==> src/rtl/lps_pkg.sv <==
// Shared declarations for the line pixel stepper.
// Holds the item kind codes and the command queue geometry; no dependencies.
`default_nettype none

package lps_pkg;

  // Item kinds carried on the input tuser bit and inside queued commands.
  typedef enum logic {
    KIND_START = 1'b0,
    KIND_NEXT  = 1'b1
  } kind_t;

  // Command queue between the classifier and the stepper.
  localparam int QUEUE_AW    = 2;
  localparam int QUEUE_DEPTH = 1 << QUEUE_AW;

endpackage

`default_nettype wire

==> src/rtl/line_pixel_stepper_core.sv <==
// An input word is written into the command queue, then popped into the registered output word.
// Throughput: one word per cycle on both sides; the stepper adds and compares once per pixel.
// A four-entry command queue lets input keep flowing while the output is stalled, until it fills.
// Reset (rst, synchronous, active high) empties the queue, drops the output word and
// clears the line state, so no line is active after reset.
// Top level of the line pixel stepper; instantiates lps_front, lps_fifo and lps_back.
`default_nettype none

module line_pixel_stepper_core #(
  parameter int COORD_BITS = 10
) (
  input  wire logic                                  clk,
  input  wire logic                                  rst,
  // Input stream: tdata holds x_start, y_start, x_end, y_end from bit 0 up.
  input  wire logic                                  s_tvalid,
  output logic                                       s_tready,
  input  wire logic [((4*COORD_BITS+7)/8)*8-1:0]     s_tdata,   // x_start, y_start, x_end, y_end
  input  wire logic                                  s_tuser,   // kind
  // Output stream: tdata holds pixel_x, pixel_y from bit 0 up.
  output logic                                       m_tvalid,
  input  wire logic                                  m_tready,
  output logic [((2*COORD_BITS+7)/8)*8-1:0]          m_tdata,   // pixel_x, pixel_y
  output logic                                       m_tuser,   // pixel_valid
  output logic                                       m_tlast    // last
);

  localparam int IN_W  = ((4 * COORD_BITS + 7) / 8) * 8;
  localparam int OUT_W = ((2 * COORD_BITS + 7) / 8) * 8;
  // A command holds the kind, five axis-ordered coordinates and deltas,
  // the two step directions and the axis-swap flag.
  localparam int CMD_W = 4 + 5 * COORD_BITS;

  logic             q_push;
  logic             q_full;
  logic [CMD_W-1:0] q_in;
  logic             q_not_empty;
  logic             q_pop;
  logic [CMD_W-1:0] q_out;

  // The front end works out absolute deltas, step signs and which axis is
  // major for every start word, so the stepper only adds and compares.
  lps_front #(
    .COORD_BITS (COORD_BITS),
    .IN_W       (IN_W),
    .CMD_W      (CMD_W)
  ) u_front (
    .s_tvalid (s_tvalid),
    .s_tready (s_tready),
    .s_tdata  (s_tdata),
    .s_tuser  (s_tuser),
    .q_full   (q_full),
    .q_push   (q_push),
    .q_data   (q_in)
  );

  // The queue lets the input side keep accepting while the output is stalled.
  lps_fifo #(
    .WIDTH (CMD_W)
  ) u_fifo (
    .clk       (clk),
    .rst       (rst),
    .push      (q_push),
    .push_data (q_in),
    .full      (q_full),
    .pop       (q_pop),
    .not_empty (q_not_empty),
    .pop_data  (q_out)
  );

  // The back end holds the running Bresenham state and issues one result word per
  // command into its output register, which is refilled in the cycle it drains.
  lps_back #(
    .COORD_BITS (COORD_BITS),
    .CMD_W      (CMD_W),
    .OUT_W      (OUT_W)
  ) u_back (
    .clk       (clk),
    .rst       (rst),
    .cmd_valid (q_not_empty),
    .cmd_ready (q_pop),
    .cmd_data  (q_out),
    .m_tvalid  (m_tvalid),
    .m_tready  (m_tready),
    .m_tdata   (m_tdata),
    .m_tuser   (m_tuser),
    .m_tlast   (m_tlast)
  );

endmodule

`default_nettype wire

==> src/rtl/lps_front.sv <==
// Front end of the line pixel stepper: accepts input words and classifies them.
// Start words are turned into major/minor axis commands; no package dependencies.
`default_nettype none

module lps_front #(
  parameter int COORD_BITS = 10,
  parameter int IN_W       = 40,
  parameter int CMD_W      = 4 + 5 * COORD_BITS
) (
  input  wire logic             s_tvalid,
  output logic                  s_tready,
  input  wire logic [IN_W-1:0]  s_tdata,   // x_start, y_start, x_end, y_end
  input  wire logic             s_tuser,   // kind
  input  wire logic             q_full,
  output logic                  q_push,
  output logic [CMD_W-1:0]      q_data
);

  localparam int C = COORD_BITS;

  logic [C-1:0] xs, ys, xe, ye;
  logic [C-1:0] dx, dy;
  logic         xd, yd, swap;
  logic         kind;

  assign xs   = s_tdata[C-1:0];
  assign ys   = s_tdata[2*C-1:C];
  assign xe   = s_tdata[3*C-1:2*C];
  assign ye   = s_tdata[4*C-1:3*C];
  assign kind = s_tuser;

  assign xd   = (xe < xs);
  assign yd   = (ye < ys);
  assign dx   = xd ? (xs - xe) : (xe - xs);
  assign dy   = yd ? (ys - ye) : (ye - ys);
  // A y delta strictly larger than the x delta makes y the major axis.
  assign swap = (dy > dx);

  assign s_tready = !q_full;
  assign q_push   = s_tvalid && !q_full;

  always_comb begin
    if (swap) begin
      q_data = {swap, xd, yd, dx, dy, ye, xs, ys, kind};
    end else begin
      q_data = {swap, yd, xd, dy, dx, xe, ys, xs, kind};
    end
  end

endmodule

`default_nettype wire

==> src/rtl/lps_fifo.sv <==
// Small command queue that decouples the classifier from the stepper.
// First-word fall-through register queue; depth comes from lps_pkg.
`default_nettype none

module lps_fifo #(
  parameter int WIDTH = 8
) (
  input  wire logic             clk,
  input  wire logic             rst,
  input  wire logic             push,
  input  wire logic [WIDTH-1:0] push_data,
  output logic                  full,
  input  wire logic             pop,
  output logic                  not_empty,
  output logic [WIDTH-1:0]      pop_data
);

  localparam int AW = lps_pkg::QUEUE_AW;

  logic [WIDTH-1:0] mem [lps_pkg::QUEUE_DEPTH];
  logic [AW:0]      wr_ptr;
  logic [AW:0]      rd_ptr;

  assign not_empty = (wr_ptr != rd_ptr);
  assign full      = (wr_ptr[AW] != rd_ptr[AW]) && (wr_ptr[AW-1:0] == rd_ptr[AW-1:0]);
  assign pop_data  = mem[rd_ptr[AW-1:0]];

  always_ff @(posedge clk) begin
    if (rst) begin
      wr_ptr <= '0;
      rd_ptr <= '0;
    end else begin
      if (push && !full) begin
        wr_ptr <= wr_ptr + (AW+1)'(1);
      end
      if (pop && not_empty) begin
        rd_ptr <= rd_ptr + (AW+1)'(1);
      end
    end
  end

  always_ff @(posedge clk) begin
    if (push && !full) begin
      mem[wr_ptr[AW-1:0]] <= push_data;
    end
  end

endmodule

`default_nettype wire

==> src/rtl/lps_back.sv <==
// Back end of the line pixel stepper: holds the line state and steps it.
// Pops queued commands and drives the registered output word; uses lps_pkg.
`default_nettype none

module lps_back #(
  parameter int COORD_BITS = 10,
  parameter int CMD_W      = 4 + 5 * COORD_BITS,
  parameter int OUT_W      = 24
) (
  input  wire logic             clk,
  input  wire logic             rst,
  input  wire logic             cmd_valid,
  output logic                  cmd_ready,
  input  wire logic [CMD_W-1:0] cmd_data,
  output logic                  m_tvalid,
  input  wire logic             m_tready,
  output logic [OUT_W-1:0]      m_tdata,   // pixel_x, pixel_y
  output logic                  m_tuser,   // pixel_valid
  output logic                  m_tlast    // last
);

  localparam int C     = COORD_BITS;
  localparam int EB    = COORD_BITS + 2;
  localparam int MAJP  = 1;
  localparam int MINP  = 1 + C;
  localparam int MAJE  = 1 + 2 * C;
  localparam int MAJD  = 1 + 3 * C;
  localparam int MIND  = 1 + 4 * C;
  localparam int MAJDR = 1 + 5 * C;
  localparam int MINDR = 2 + 5 * C;
  localparam int SWP   = 3 + 5 * C;

  logic [C-1:0]         major_pos, major_pos_next;
  logic [C-1:0]         minor_pos, minor_pos_next;
  logic [C-1:0]         major_end, major_end_next;
  logic [C-1:0]         major_delta, major_delta_next;
  logic [C-1:0]         minor_delta, minor_delta_next;
  logic signed [EB-1:0] error_acc, error_acc_next;
  logic                 major_dir, major_dir_next;
  logic                 minor_dir, minor_dir_next;
  logic                 axes_swapped, axes_swapped_next;
  logic                 active, active_next;

  logic [C-1:0]         out_px, out_px_next;
  logic [C-1:0]         out_py, out_py_next;
  logic                 out_pv, out_pv_next;
  logic                 out_last, out_last_next;
  logic                 out_valid, out_valid_next;

  logic                 pop;
  logic                 is_start;
  logic signed [EB-1:0] err_sum;
  logic signed [EB:0]   err_twice;
  logic                 minor_step;
  logic [C-1:0]         step_major;
  logic [C-1:0]         step_minor;
  logic                 hit_end;

  assign cmd_ready = !out_valid || m_tready;
  assign pop       = cmd_valid && cmd_ready;
  assign is_start  = (lps_pkg::kind_t'(cmd_data[0]) == lps_pkg::KIND_START);

  assign step_major = major_dir ? (major_pos - C'(1)) : (major_pos + C'(1));
  assign step_minor = minor_dir ? (minor_pos - C'(1)) : (minor_pos + C'(1));
  assign err_sum    = error_acc + $signed({2'b00, minor_delta});
  assign err_twice  = {err_sum, 1'b0};
  assign minor_step = (err_twice >= $signed({3'b000, major_delta}));
  assign hit_end    = (step_major == major_end);

  always_comb begin
    major_pos_next    = major_pos;
    minor_pos_next    = minor_pos;
    major_end_next    = major_end;
    major_delta_next  = major_delta;
    minor_delta_next  = minor_delta;
    error_acc_next    = error_acc;
    major_dir_next    = major_dir;
    minor_dir_next    = minor_dir;
    axes_swapped_next = axes_swapped;
    active_next       = active;
    out_px_next       = out_px;
    out_py_next       = out_py;
    out_pv_next       = out_pv;
    out_last_next     = out_last;
    out_valid_next    = out_valid && !m_tready;

    if (pop) begin
      out_valid_next = 1'b1;
      if (is_start) begin
        major_pos_next    = cmd_data[MAJP +: C];
        minor_pos_next    = cmd_data[MINP +: C];
        major_end_next    = cmd_data[MAJE +: C];
        major_delta_next  = cmd_data[MAJD +: C];
        minor_delta_next  = cmd_data[MIND +: C];
        major_dir_next    = cmd_data[MAJDR];
        minor_dir_next    = cmd_data[MINDR];
        axes_swapped_next = cmd_data[SWP];
        error_acc_next    = '0;
        out_last_next     = (cmd_data[MAJP +: C] == cmd_data[MAJE +: C]);
        active_next       = !out_last_next;
        out_pv_next       = 1'b1;
        out_px_next       = cmd_data[SWP] ? cmd_data[MINP +: C] : cmd_data[MAJP +: C];
        out_py_next       = cmd_data[SWP] ? cmd_data[MAJP +: C] : cmd_data[MINP +: C];
      end else if (active) begin
        major_pos_next = step_major;
        if (minor_step) begin
          minor_pos_next = step_minor;
          error_acc_next = err_sum - $signed({2'b00, major_delta});
        end else begin
          error_acc_next = err_sum;
        end
        active_next   = !hit_end;
        out_last_next = hit_end;
        out_pv_next   = 1'b1;
        out_px_next   = axes_swapped ? minor_pos_next : step_major;
        out_py_next   = axes_swapped ? step_major : minor_pos_next;
      end else begin
        // No line in progress: the result carries no pixel and all zeros.
        out_pv_next   = 1'b0;
        out_last_next = 1'b0;
        out_px_next   = '0;
        out_py_next   = '0;
      end
    end
  end

  always_ff @(posedge clk) begin
    if (rst) begin
      major_pos    <= '0;
      minor_pos    <= '0;
      major_end    <= '0;
      major_delta  <= '0;
      minor_delta  <= '0;
      error_acc    <= '0;
      major_dir    <= 1'b0;
      minor_dir    <= 1'b0;
      axes_swapped <= 1'b0;
      active       <= 1'b0;
      out_valid    <= 1'b0;
    end else begin
      major_pos    <= major_pos_next;
      minor_pos    <= minor_pos_next;
      major_end    <= major_end_next;
      major_delta  <= major_delta_next;
      minor_delta  <= minor_delta_next;
      error_acc    <= error_acc_next;
      major_dir    <= major_dir_next;
      minor_dir    <= minor_dir_next;
      axes_swapped <= axes_swapped_next;
      active       <= active_next;
      out_valid    <= out_valid_next;
    end
  end

  always_ff @(posedge clk) begin
    out_px   <= out_px_next;
    out_py   <= out_py_next;
    out_pv   <= out_pv_next;
    out_last <= out_last_next;
  end

  assign m_tvalid = out_valid;
  assign m_tdata  = OUT_W'({out_py, out_px});
  assign m_tuser  = out_pv;
  assign m_tlast  = out_last;

  // An empty result never carries coordinates or an end mark.
  a_empty_is_zero: assert property (@(posedge clk) disable iff (rst)
    (out_valid && !out_pv) |-> (out_px == '0 && out_py == '0 && !out_last))
    else $error("empty result carries nonzero fields");

  // A start command always produces a pixel in the next result.
  a_start_gives_pixel: assert property (@(posedge clk) disable iff (rst)
    (pop && is_start) |=> (out_valid && out_pv))
    else $error("start command did not produce a pixel");

  // The line ends exactly when the end mark is issued.
  a_last_clears_active: assert property (@(posedge clk) disable iff (rst)
    pop |=> (active == (out_pv && !out_last)))
    else $error("active flag disagrees with issued end mark");

  // The error stays within half the major delta on either side.
  a_error_bound: assert property (@(posedge clk) disable iff (rst)
    active |-> ((($signed({error_acc, 1'b0})) <= $signed({3'b000, major_delta})) &&
                (($signed({error_acc, 1'b0})) >= -$signed({3'b000, major_delta}))))
    else $error("error accumulator out of range");

endmodule

`default_nettype wire

==> config.mk <==
export PLATFORM = sky130hd
export DESIGN_NAME = line_pixel_stepper_core
export DESIGN_NICKNAME = d
export VERILOG_FILES = /design/src/rtl/lps_pkg.sv /design/src/rtl/line_pixel_stepper_core.sv /design/src/rtl/lps_front.sv /design/src/rtl/lps_fifo.sv /design/src/rtl/lps_back.sv
export SDC_FILE = /design/constraint.sdc
export NUM_CORES = 1
export LEC_CHECK = 0
export BUFFER_PORTS_ARGS = -buffer_cell sky130_fd_sc_hd__buf_2
export CAP_MARGIN = 5
export CORE_MARGIN = 1.5
export CORE_UTILIZATION = 50
export CTS_CLUSTER_SIZE = 24
export DETAILED_ROUTE_END_ITERATION = 10
export GPL_ROUTABILITY_DRIVEN = 0
export PLACE_DENSITY_LB_ADDON = 0.25
export SLEW_MARGIN = 20
export SYNTH_ARGS = -nofsm -noshare
export SYNTH_HDL_FRONTEND = slang
export SYNTH_SLANG_ARGS = --single-unit
export TNS_END_PERCENT = 10
==> constraint.sdc <==
create_clock -name clk -period 6 [get_ports clk]
set_input_delay 0.3 -clock clk [delete_from_list [all_inputs] [get_ports clk]]
set_output_delay 0.3 -clock clk [all_outputs]
set_load 0.02 [all_outputs]
; ---- Word-level counts from Yosys, hierarchy flattened
; Memories as Yosys holds them, arrays and structs flattened. A register that Yosys moved wholly into a read port is not among the register bits.
; Index checks and enable logic that the tools add are counted.
[totals]
register_bits = 95
ramBits = 216
output_inout_bits = 28
wordCells = 85
n_memories = 1
[op_classes]
add_sub_neg = 12
n_lt_le_gt_ge = 4
eq_ne = 6
muxes = 31
bitwise = 1
n_reduce_logical = 13
[memory_table]
columns = name, words, word_bits, rd, rd_clocked_by_memory_dff, wr, line
row1 = u_fifo.mem, 4, 54, 1, 1, 1, lps_fifo.sv:20  ; logic [WIDTH-1:0] mem [lps_pkg::QUEUE_DEPTH];
[ops]
columns = operator, count
row1 = two-way mux 10 bit, 17
row2 = two-way mux 54 bit, 1
row3 = subtractor 10 bit, 4
row4 = two-way mux 12 bit, 3
row5 = adder 10 x 1 -> 10 bit (second input constant), 2
row6 = equality test 10 bit, 2
row7 = less-than comparator 10 bit, 2
row8 = subtractor 10 x 1 -> 10 bit (second input constant), 2
row9 = greater-or-equal comparator 13 x 11 -> 1 bit, 1
row10 = adder 12 x 11 -> 12 bit, 1
row11 = subtractor 12 x 11 -> 12 bit, 1
row12 = greater-than comparator 10 bit, 1
row13 = two-way mux 1 bit, 8
row14 = adder 3 x 1 -> 3 bit (second input constant), 2
row15 = logical AND 1 bit, 5
row16 = zero test 1 bit, 5
row17 = two-way mux 2 bit, 2
row18 = AND reduction 2 bit, 2
row19 = inequality test 3 bit, 1
row20 = equality test 2 bit, 1
row21 = inequality test 2 bit (second input constant), 1
row22 = logical OR 1 bit, 1
row23 = inequality test 1 bit, 1
row24 = NOT 1 bit, 1

; ---- Longest topological paths before layout
; Gate-level depths: netlist (run 1).
[depth]
word_depth = 7
ltp_mapped = 22
ltp_nobuf = 20

; ---- By module
; A second synthesis (run 1) with hierarchy kept.
[hier_totals]
cells_unflattened = 1450
hier_area_um2 = 17080.1
[by_module_without_submodules]
columns = module, n_inst, cells_each, area_per_inst_um2
row1 = lps_fifo, 1, 351, 8336.7
row2 = lps_back, 1, 717, 6097.1
row3 = lps_front, 1, 382, 2646.3

; ---- Least setup slack after synthesis (run 1)
; Ideal clock, no wire load.
[synth_path]
path_type = input -> register
start = input port s_tdata[30]
end = memory u_fifo.mem[0][30] in the netlist's numbering (data pin)
setup_time_ps = 266
t_arrival_ps = 4796
required_time_ps = 5734
slack_ps = 937
stages = 19
cell_sequence = inv_1 > ha_1 > inv_1 > fa_1 > a21o_1 > a221o_1 > a221oi_2 > mux2_2 > o311a_1 > a2111oi_0 > mux2_2 > inv_1 > ha_1 > nand4_1 > nor2_1 > a221oi_1 > a32oi_1 > clkbuf_1 > mux2_2
[synth_via]
elab_chain_len = 4
elab_cells_between_ends = 6
[synth_lines]
columns = item, line
row1 = from (decl), line_pixel_stepper_core.sv:17  ; input wire logic [((4*COORD_BITS+7)/8)*8-1:0] s_tdata,
row2 = subtractor 10 bit / less-than comparator 10 bit (equally long branches), "lps_front.sv:35, lps_front.sv:33"
row3 = two-way mux 10 bit (*), lps_front.sv:35  ; assign dy = yd ? (ys - ye) : (ye - ys);
row4 = greater-than comparator 10 bit (*), lps_front.sv:37  ; assign swap = (dy > dx);
row5 = two-way mux 54 bit (*), lps_front.sv:43  ; if (swap) begin
row6 = net q_in[30], line_pixel_stepper_core.sv:35  ; logic [CMD_W-1:0] q_in;
row7 = to (decl), lps_fifo.sv:20
; Mark *: on every way through the listed nets, which the timed path passes. The rest lies on a longest branch.

; ---- Final worst setup path (run 1)
[layout_path]
start = input port s_tdata[30]
end = memory u_fifo.mem[2][8] in the netlist's numbering (data pin)
; The elaborated chain is that of the path after synthesis.

==> summary.md, run 1 <==
| Metric | Value |
|---|---|
| Outcome | `finished clean` |
| Largest cells by area after synthesis | `sky130_fd_sc_hd__edfxtp_1 42%, sky130_fd_sc_hd__dfxtp_1 8.9%, sky130_fd_sc_hd__ha_1 7.2%` |
| Cell type with the largest total area after synthesis | `sky130_fd_sc_hd__edfxtp_1` |
| Category of the most critical setup path | `primary input to flop` |
| Initial Utilization | `50.69%` |
| EDFF count, synth | `238` |
| WHS Path Cells | `3` |
| Pin count of the biggest net entering global routing | `74` |
| Number of global-route vias before repair | `11310` |
| Unique cell type count in the Yosys netlist | `71` |
| Core area | `33450 µm²` |
| Proportion of synthesized flip-flops having asynchronous set or reset | `0%` |
| Overall die area | `35020 µm²` |
| Share of post-route cells with drive strength above 1 | `14.10%` |
| Top cell family by delay on the critical path | `compound AO/OA/AOI/OAI gates` |
| Share of the clock period used by the worst path | `83.63%` |
| Synthesized instance count | `1466` |
| Number of vias per cell after detailed routing | `5.870` |
| Critical-path maximum fanout | `73` |
| Slowest cell on crit path | `sky130_fd_sc_hd__o21ai_0` |
| Worst min path class | `primary input to flop` |
| DRC violation count after routing | `0` |
| Post-synthesis area per instance | `11.56 µm²` |
| Clock Path Buffers | `3` |
| Filler cell count in the final layout | `2822` |
| Proportion of synthesized chip area in sequential cells | `51.01%` |
| Reg2reg start | `u_back.error_acc[3]$_SDFFE_PP0P_` |
| HP Start | `m_tready` |
| Number of violations of the max-capacitance limit | `0` |
| WL/cell | `20.31 µm` |
| Critical path startpoint category | `primary input` |
| Remaining antenna violation count | `0` |
| Cells traversed along the worst timing path | `buf_2 -> inv_1 -> ha_1 -> inv_1 -> fa_1 -> a21o_1 -> a221o_1 -> a221oi_2 -> buf_4 -> mux2i_1 -> a31oi_1 -> or3_1 -> and2_1 -> ha_1 -> a21o_1 -> a21o_1 -> a221oi_1 -> a32oi_4 -> buf_12 -> o21ai_0` |
| Grt total ovfl | `0` |
| Flop and latch count out of synthesis | `313` |
| Number of optimization iterations in the first detailed-route pass | `6` |
| TritonCTS clock tree | `yes` |
| Setup clock skew after layout | `0.01805 ns` |
| Finished Core Util | `56.48%` |
| All-layer global routing usage | `23.33%` |
| Clock transition time at the flip-flop clock pins of the worst setup and hold paths | `0.06 ns` |
| Number of failing hold endpoints at the final stage | `0` |
| Reg-to-reg critical path endpoint | `u_back.minor_pos[1]$_SDFFE_PP0P_` |
| Dominant synthesized flop cell | `sky130_fd_sc_hd__edfxtp_1` |
| Area growth syn-to-layout | `11.44%` |
| DIE WIDTH | `187.1 µm` |
| Worst path most repeated cell | `sky130_fd_sc_hd__a21o_1` |
| Post-cts sizing count | `0` |
| Mapped cell area | `16950 µm²` |
| Sink Count | `313` |
| Num CTS Buffers | `34` |
| Floorplan die height | `187.1 µm` |
| DP Wirelength | `28580 µm` |
| Number of H-tree branching levels | `2` |
| Initial antenna violation count | `0` |
| Number of top-level pins | `73` |
| Number of warning messages in the yosys log | `0` |
| Static leakage | `7.244 nW` |
| Final slew viol count | `0` |
| Cell chosen for the clock root | `sky130_fd_sc_hd__clkbuf_16` |
| Post-detailed-routing wire length | `40500 µm` |
| Power per unit of standard cell area | `546.9 nW/µm²` |
| Site row count | `67` |
| Total chip power | `10.33 mW` |
| Req. time, crit path | `6.23 ns` |
| Highest clock frequency the design can meet | `199.3 MHz` |
| Sequential cell area in the final layout | `8653 µm²` |
| Data arrival time of the critical path | `5.25 ns` |
| End of the worst hold path | `u_back.m_tvalid$_SDFF_PP0_` |
| I/O Buffers | `68` |
| Final setup violation count | `0` |
| Number of DRC markers in iteration 0 | `946` |
| Tightest Pin Transition | `0.8712 ns` |
| Area of the multi-input gates | `7725 µm²` |
| Post-route setup TNS | `0 ns` |
| Kind of capture point of the worst setup path | `flop` |
| Bufs and invs on worst path | `5` |
| Unrepaired setup endpoints after global routing | `false` |
| Clock latency on the worst-skew pair | `0.53 ns` |
| Final min period | `5.018 ns` |
| Vias after detailed routing | `11700` |
| Portion of synthesized cell area occupied by the leading cell type | `42.15%` |
| Worst path max stage delay | `0.64 ns` |
| Global-route wire length before repair | `63830 µm` |
| Slew headroom | `41.92%` |
| Worst setup slack for register-to-register paths | `1.44 ns` |
| Worst-case vdd ir drop | `0.0003396 V` |
| Top cell types by occurrence after synthesis | `238 x sky130_fd_sc_hd__edfxtp_1, 169 x sky130_fd_sc_hd__nand2_1, 104 x sky130_fd_sc_hd__a21oi_1` |
| Count of cells along the worst register-to-register path | `15` |
| Final Net Count | `1671` |
| Most instantiated library cell after synthesis | `sky130_fd_sc_hd__edfxtp_1` |
| Ant diodes | `0` |
[worst max-delay path by stage]
| stage | startpoint | endpoint | slack (ns) | cells past startpoint |
|---|---|---|---|---|
| 3_3_place_gp | s_tdata[30] | u_fifo.mem[0][8]$_DFFE_PP_ | 0.63 | 20 |
| 5_1_grt | s_tdata[30] | u_fifo.mem[2][8]$_DFFE_PP_ | 0.79 | 21 |
| 3_5_place_dp | s_tdata[30] | u_fifo.mem[0][24]$_DFFE_PP_ | 0.52 | 20 |
| 2_1_floorplan | s_tdata[30] | u_fifo.mem[0][30]$_DFFE_PP_ | 0.94 | 19 |
| 4_1_cts | s_tdata[30] | u_fifo.mem[0][24]$_DFFE_PP_ | 1.05 | 20 |
| 6_report | s_tdata[30] | u_fifo.mem[2][8]$_DFFE_PP_ | 0.98 | 20 |
[per-layer routing]
layer	global-route usage [%]	wire length (µm)	vias to the layer above	part of all wire (%)
li1	-	-	5545	-
met1	33.80	18630	5704	46
met2	37.02	18570	388	46
met3	3.039	2444	67	6.0
met4	6.514	846	0	2.1
met5	0	0	-	0
[worst register-to-register path, cell delays in order (launching register included)]
cell and delay (ns):
sky130_fd_sc_hd__dfxtp_1 0.31, sky130_fd_sc_hd__ha_1 0.36, sky130_fd_sc_hd__a21o_1 0.21, sky130_fd_sc_hd__a21oi_1 0.19, sky130_fd_sc_hd__nand2_1 0.11, sky130_fd_sc_hd__a21o_1 0.19, sky130_fd_sc_hd__a21oi_1 0.17, sky130_fd_sc_hd__xnor2_1 0.20
sky130_fd_sc_hd__ha_1 0.31, sky130_fd_sc_hd__a211o_1 0.31, sky130_fd_sc_hd__o221ai_1 0.18, sky130_fd_sc_hd__a21oi_1 0.10, sky130_fd_sc_hd__a2111oi_4 0.71, sky130_fd_sc_hd__nor2_2 0.35, sky130_fd_sc_hd__o21ai_1 0.54, sky130_fd_sc_hd__a221oi_1 0.18
[layout make-up]
type	count	share of cell area, %
tap	448	2.967
multi-input combinational	997	40.89
clock inverter	21	1.219
clock buffer	41	4.748
sequential	313	45.80
inverter	87	1.728
timing repair buffer	87	2.649
[stage by stage]
step                area [µm²]  hold slack (ns)  setup WS [ns]  instances
detailed placement       17740           0.4514         0.5187       1930
global placement         17740           0.4473         0.6339       1930
global route             18890          0.07650         0.7931       1994
finish                   18890          0.04615         0.9822       1994
floorplan                16970           0.3989         0.9371       1469
CTS                      18890          0.03755          1.054       1994
[sequential cells by signal, summed over array words and instances, names as in the netlist, named ones only]
name	flops
u_back.axes_swapped	1
u_back.major_delta	10
u_fifo.wr_ptr	3
u_back.out_py	10
u_back.major_pos	10
u_fifo.rd_ptr	3
u_back.out_px	10
u_back.active	1
u_back.m_tlast	1
u_back.m_tuser	1
u_back.major_dir	1
u_back.minor_dir	1
u_back.major_end	10
u_fifo.mem	216
u_back.m_tvalid	1
u_back.minor_pos	10
u_back.minor_delta	10
u_back.error_acc	12
[power by group]
part / switching, mW / internal (mW) / total (mW)
Sequential: 0.245 / 3.07 / 3.31
Clock: 0.877 / 1.22 / 2.10
Combinational: 3.01 / 1.91 / 4.92
Total: 4.14 / 6.20 / 10.3
[cell families after synthesis]
kind of cell,Yosys count,synth area share (%)
AOI/OAI and AO/OA,332,12.55
xor gates and xnor gates,69,3.565
adders and majority gates,106,8.177
buffers and inverters,159,3.683
DFF,313,51.01
muxes,128,11.54
other,1,0.02212
and+or+nand+nor,358,9.454
[cells in the final DEF, fill, tap and decap left out, drive strengths merged, types with 41 or more instances in the layout]
cell type / instances
a21oi: 104
nand2: 169
ha: 98
buf: 85
dfxtp: 75
xnor2: 43
clkbuf: 41
mux4: 53
inv: 91
o21ai: 84
mux2i: 66
edfxtp: 238
nor2: 74
[what timing repair did]
| item | CTS | global route |
|---|---|---|
| hold endpoints to repair | 6 | 0 |
| setup buffers | 0 | 0 |
| hold buffers | 2 | 0 |
(Power assumes the default switching activity.)
==> run 2, diff against run 1 <==
- clock period: 6 -> 4.9 ns (I/O delays scaled with it)
==> run 2 against run 1 <==
Against the previous run:
- worst hold slack worse by 0.013 ns
- via count increased by 1.5%
- critical path depth unchanged
- global-route usage grew 0.65 points
- flip-flop and latch count unchanged
- clock power grew 31%
==> summary.md, run 2 (same netlist as run 1, synthesis figures left out) <==
| Metric | Value |
|---|---|
| Category of the most critical setup path | `primary input to flop (unchanged)` |
| Ant diodes | `0 (unchanged)` |
| Sequential cell area in the final layout | `8653 µm² (unchanged)` |
| Worst Setup Slack post-DPL | `-0.2869 ns (was 0.5187 ns)` |
| Floorplan die height | `187.1 µm (unchanged)` |
| Finished Core Util | `57.53% (was 56.48%)` |
| Share of the clock period used by the worst path | `96.89%` |
| Number of violations of the max-capacitance limit | `0 (unchanged)` |
| Initial antenna violation count | `1 (was 0)` |
| Area growth syn-to-layout | `13.50% (was 11.44%)` |
| Post-detailed-routing wire length | `41670 µm (was 40500 µm)` |
| Initial Utilization | `50.69% (unchanged)` |
| Number of flip-flops under the largest register name | `216 (unchanged)` |
| Num CTS Buffers | `35 (was 34)` |
| Top cell family by delay on the critical path | `compound AO/OA/AOI/OAI gates (unchanged)` |
| Final slew viol count | `0 (unchanged)` |
| Share of post-route cells with drive strength above 1 | `16.29% (was 14.10%)` |
| Critical-path maximum fanout | `21 (was 73)` |
| Outcome | `finished clean (unchanged)` |
| Overall die area | `35020 µm² (unchanged)` |
| Number of DRC markers in iteration 0 | `1040 (was 946)` |
| Data arrival time of the critical path | `4.98 ns (was 5.25 ns)` |
| Global-route wire length before repair | `65420 µm (was 63830 µm)` |
| Final worst setup slack | `0.1523 ns (was 0.9822 ns)` |
| Met2 Usage GRT | `39.05% (was 37.02%)` |
| Most frequent cells in the layout | `238 x sky130_fd_sc_hd__edfxtp_1, 168 x sky130_fd_sc_hd__nand2_1, 104 x sky130_fd_sc_hd__a21oi_1, 98 x sky130_fd_sc_hd__ha_1, 87 x sky130_fd_sc_hd__inv_1 (unchanged)` |
| Met3 layer usage reported by global route | `3.283% (was 3.039%)` |
| Met1 track utilization from global routing | `34.03% (was 33.80%)` |
| Buffers inserted during post-CTS setup optimization | `0 (unchanged)` |
| I/O Buffers | `68 (unchanged)` |
| Highest clock frequency the design can meet | `210.6 MHz` |
| Sink Count | `313 (unchanged)` |
| Grt total ovfl | `0 (unchanged)` |
| Number of failing hold endpoints at the final stage | `0 (unchanged)` |
| Critical path startpoint category | `primary input (unchanged)` |
| DP Wirelength | `30020 µm (was 28580 µm)` |
| Tightest Pin Transition | `0.9462 ns (was 0.8712 ns)` |
| Final Net Count | `1708 (was 1671)` |
| TritonCTS clock tree | `yes (unchanged)` |
| Slew headroom | `36.92% (was 41.92%)` |
| Pin count of the biggest net entering global routing | `65 (was 74)` |
| Core area | `33450 µm² (unchanged)` |
| Slowest cell on crit path | `sky130_fd_sc_hd__o21ai_0 (unchanged)` |
| Unrepaired setup endpoints after global routing | `true (was false)` |
| Clock transition time at the flip-flop clock pins of the worst setup and hold paths | `0.06 ns (about the same)` |
| WL/cell | `20.51 µm (was 20.31 µm)` |
| Worst path most repeated cell | `sky130_fd_sc_hd__a21o_1 (unchanged)` |
| Site row count | `67 (unchanged)` |
| Filler cell count in the final layout | `2788 (was 2822)` |
| Remaining antenna violation count | `0 (unchanged)` |
| Number of vias per cell after detailed routing | `5.848 (was 5.870)` |
| Worst path max stage delay | `0.49 ns (was 0.64 ns)` |
| Final min period | `4.748 ns` |
| DIE WIDTH | `187.1 µm (unchanged)` |
| Cells traversed along the worst timing path | `buf_2 -> inv_1 -> ha_1 -> inv_1 -> fa_1 -> a21o_1 -> a221o_1 -> a221oi_2 -> buf_4 -> mux2i_1 -> a31oi_1 -> or3_1 -> and2_1 -> ha_1 -> a21o_1 -> a21o_1 -> a221oi_1 -> a32oi_4 -> buf_4 -> o21ai_0 (was buf_2 -> inv_1 -> ha_1 -> inv_1 -> fa_1 -> a21o_1 -> a221o_1 -> a221oi_2 -> buf_4 -> mux2i_1 -> a31oi_1 -> or3_1 -> and2_1 -> ha_1 -> a21o_1 -> a21o_1 -> a221oi_1 -> a32oi_4 -> buf_12 -> o21ai_0)` |
| Area of the multi-input gates | `7725 µm² (unchanged)` |
| DRC violation count after routing | `0 (unchanged)` |
| Final setup violation count | `0 (unchanged)` |
| Cell chosen for the clock root | `sky130_fd_sc_hd__clkbuf_16 (unchanged)` |
| Number of top-level pins | `73 (unchanged)` |
| Global routing's busiest layer | `met2 (unchanged)` |
| Clock latency on the worst-skew pair | `0.52 ns (was 0.53 ns)` |
| All-layer global routing usage | `23.97% (was 23.33%)` |
| Bufs and invs on worst path | `5 (unchanged)` |
| Number of optimization iterations in the first detailed-route pass | `5 (was 6)` |
| Worst min path class | `primary input to flop (unchanged)` |
| Static leakage | `7.461 nW (was 7.244 nW)` |
| Number of H-tree branching levels | `2 (unchanged)` |
| Number of global-route vias before repair | `11560 (was 11310)` |
| Setup clock skew after layout | `0.02300 ns (was 0.01805 ns)` |
| Clock Path Buffers | `3 (unchanged)` |
| Vias after detailed routing | `11880 (was 11700)` |
| Power per unit of standard cell area | `678.0 nW/µm² (was 546.9 nW/µm²)` |
| Req. time, crit path | `5.13 ns (was 6.23 ns)` |
| Worst-case vdd ir drop | `0.0004048 V (was 0.0003396 V)` |
| Kind of capture point of the worst setup path | `flop (unchanged)` |
| Commonest non-fill, non-tap cell in the layout | `sky130_fd_sc_hd__edfxtp_1 (unchanged)` |
-- run 2: cell types whose count changed in the layout (fill, tap and decap cells not counted), moves of 2 or more --
cell / change
sky130_fd_sc_hd__buf_4: +37
sky130_fd_sc_hd__bufinv_16: +4
sky130_fd_sc_hd__clkbuf_1: +2
sky130_fd_sc_hd__clkbuf_8: -2
sky130_fd_sc_hd__clkinv_1: -3
sky130_fd_sc_hd__clkinv_4: +2
sky130_fd_sc_hd__inv_16: -2
sky130_fd_sc_hd__o21ai_0: -3
sky130_fd_sc_hd__o21ai_1: +3
-- run 2: report_power, final --
part	total (mW)	internal (mW)	leakage [nW]	switching (mW)
Sequential	4.06	3.76	2.82	0.298
Combinational	6.23	2.51	4.05	3.72
Clock	2.76	1.70	0.589	1.06
-- run 2: worst register-to-register path, cell delays in order, from the launching register on --
cell and delay [ns]:
sky130_fd_sc_hd__dfxtp_1 0.31, sky130_fd_sc_hd__ha_1 0.35, sky130_fd_sc_hd__a21o_1 0.20, sky130_fd_sc_hd__a21oi_1 0.19, sky130_fd_sc_hd__nand2_1 0.11, sky130_fd_sc_hd__a21o_1 0.19, sky130_fd_sc_hd__a21oi_1 0.17, sky130_fd_sc_hd__xnor2_1 0.22
sky130_fd_sc_hd__ha_1 0.32, sky130_fd_sc_hd__a211o_1 0.31, sky130_fd_sc_hd__o221ai_1 0.17, sky130_fd_sc_hd__a21oi_1 0.09, sky130_fd_sc_hd__a2111oi_4 0.50, sky130_fd_sc_hd__buf_4 0.24, sky130_fd_sc_hd__nor3_2 0.08, sky130_fd_sc_hd__mux2i_1 0.15
sky130_fd_sc_hd__o32ai_1 0.40
-- run 2: through the flow --
step | cell area (µm²) | instances | power (mW) | TNS [ns] | hold slack (ns)
5_1_grt | 19240 | 2032 | 13.85 | -0.3495 | 0.05602
6_report | 19240 | 2032 | 13.05 | 0 | 0.03360
3_3_place_gp | 18020 | 1967 | 10.15 | -1.553 | 0.4459
4_1_cts | 19240 | 2032 | 13.07 | 0 | 0.01224
3_5_place_dp | 18020 | 1967 | 10.27 | -34.31 | 0.4508
2_1_floorplan | 16970 | 1469 | 8.493 | 0 | 0.3439
-- run 2: routing by layer --
layer / vias to the layer above / wire length (µm) / share of wire [%]
met2: 410 / 19540 / 47
li1: 5625 / - / -
met3: 62 / 2617 / 6.3
met5: - / 17 / 0.041
met1: 5784 / 18630 / 45
met4: 2 / 862 / 2.1
-- run 2: layout make-up --
cell class	count	area share [%]
tap	448	2.913
sequential	313	44.97
clock buffer	42	4.688
inverter	87	1.697
clock inverter	22	1.593
timing repair buffer	123	3.992
multi-input combinational	997	40.15
-- run 2: final timing paths --
kind | startpoint | to | slack, ns | cells after the start
worst min-delay path | m_tready | u_back.m_tvalid$_SDFF_PP0_ | 0.03 | 3
worst max register to register | u_back.error_acc[3]$_SDFFE_PP0P_ | u_back.out_px[9]$_DFFE_PP_ | 0.67 | 16
worst max-delay path | s_tdata[30] | u_fifo.mem[0][19]$_DFFE_PP_ | 0.15 | 20
worst min register to register | u_back.major_delta[2]$_SDFFE_PP0P_ | u_back.major_delta[2]$_SDFFE_PP0P_ | 0.46 | 2
-- run 2: repair_timing --
action,4_1_cts,5_1_grt
resized for setup,0,3
hold buffers,1,0
setup endpoints to repair,0,20
hold endpoints to repair,4,0
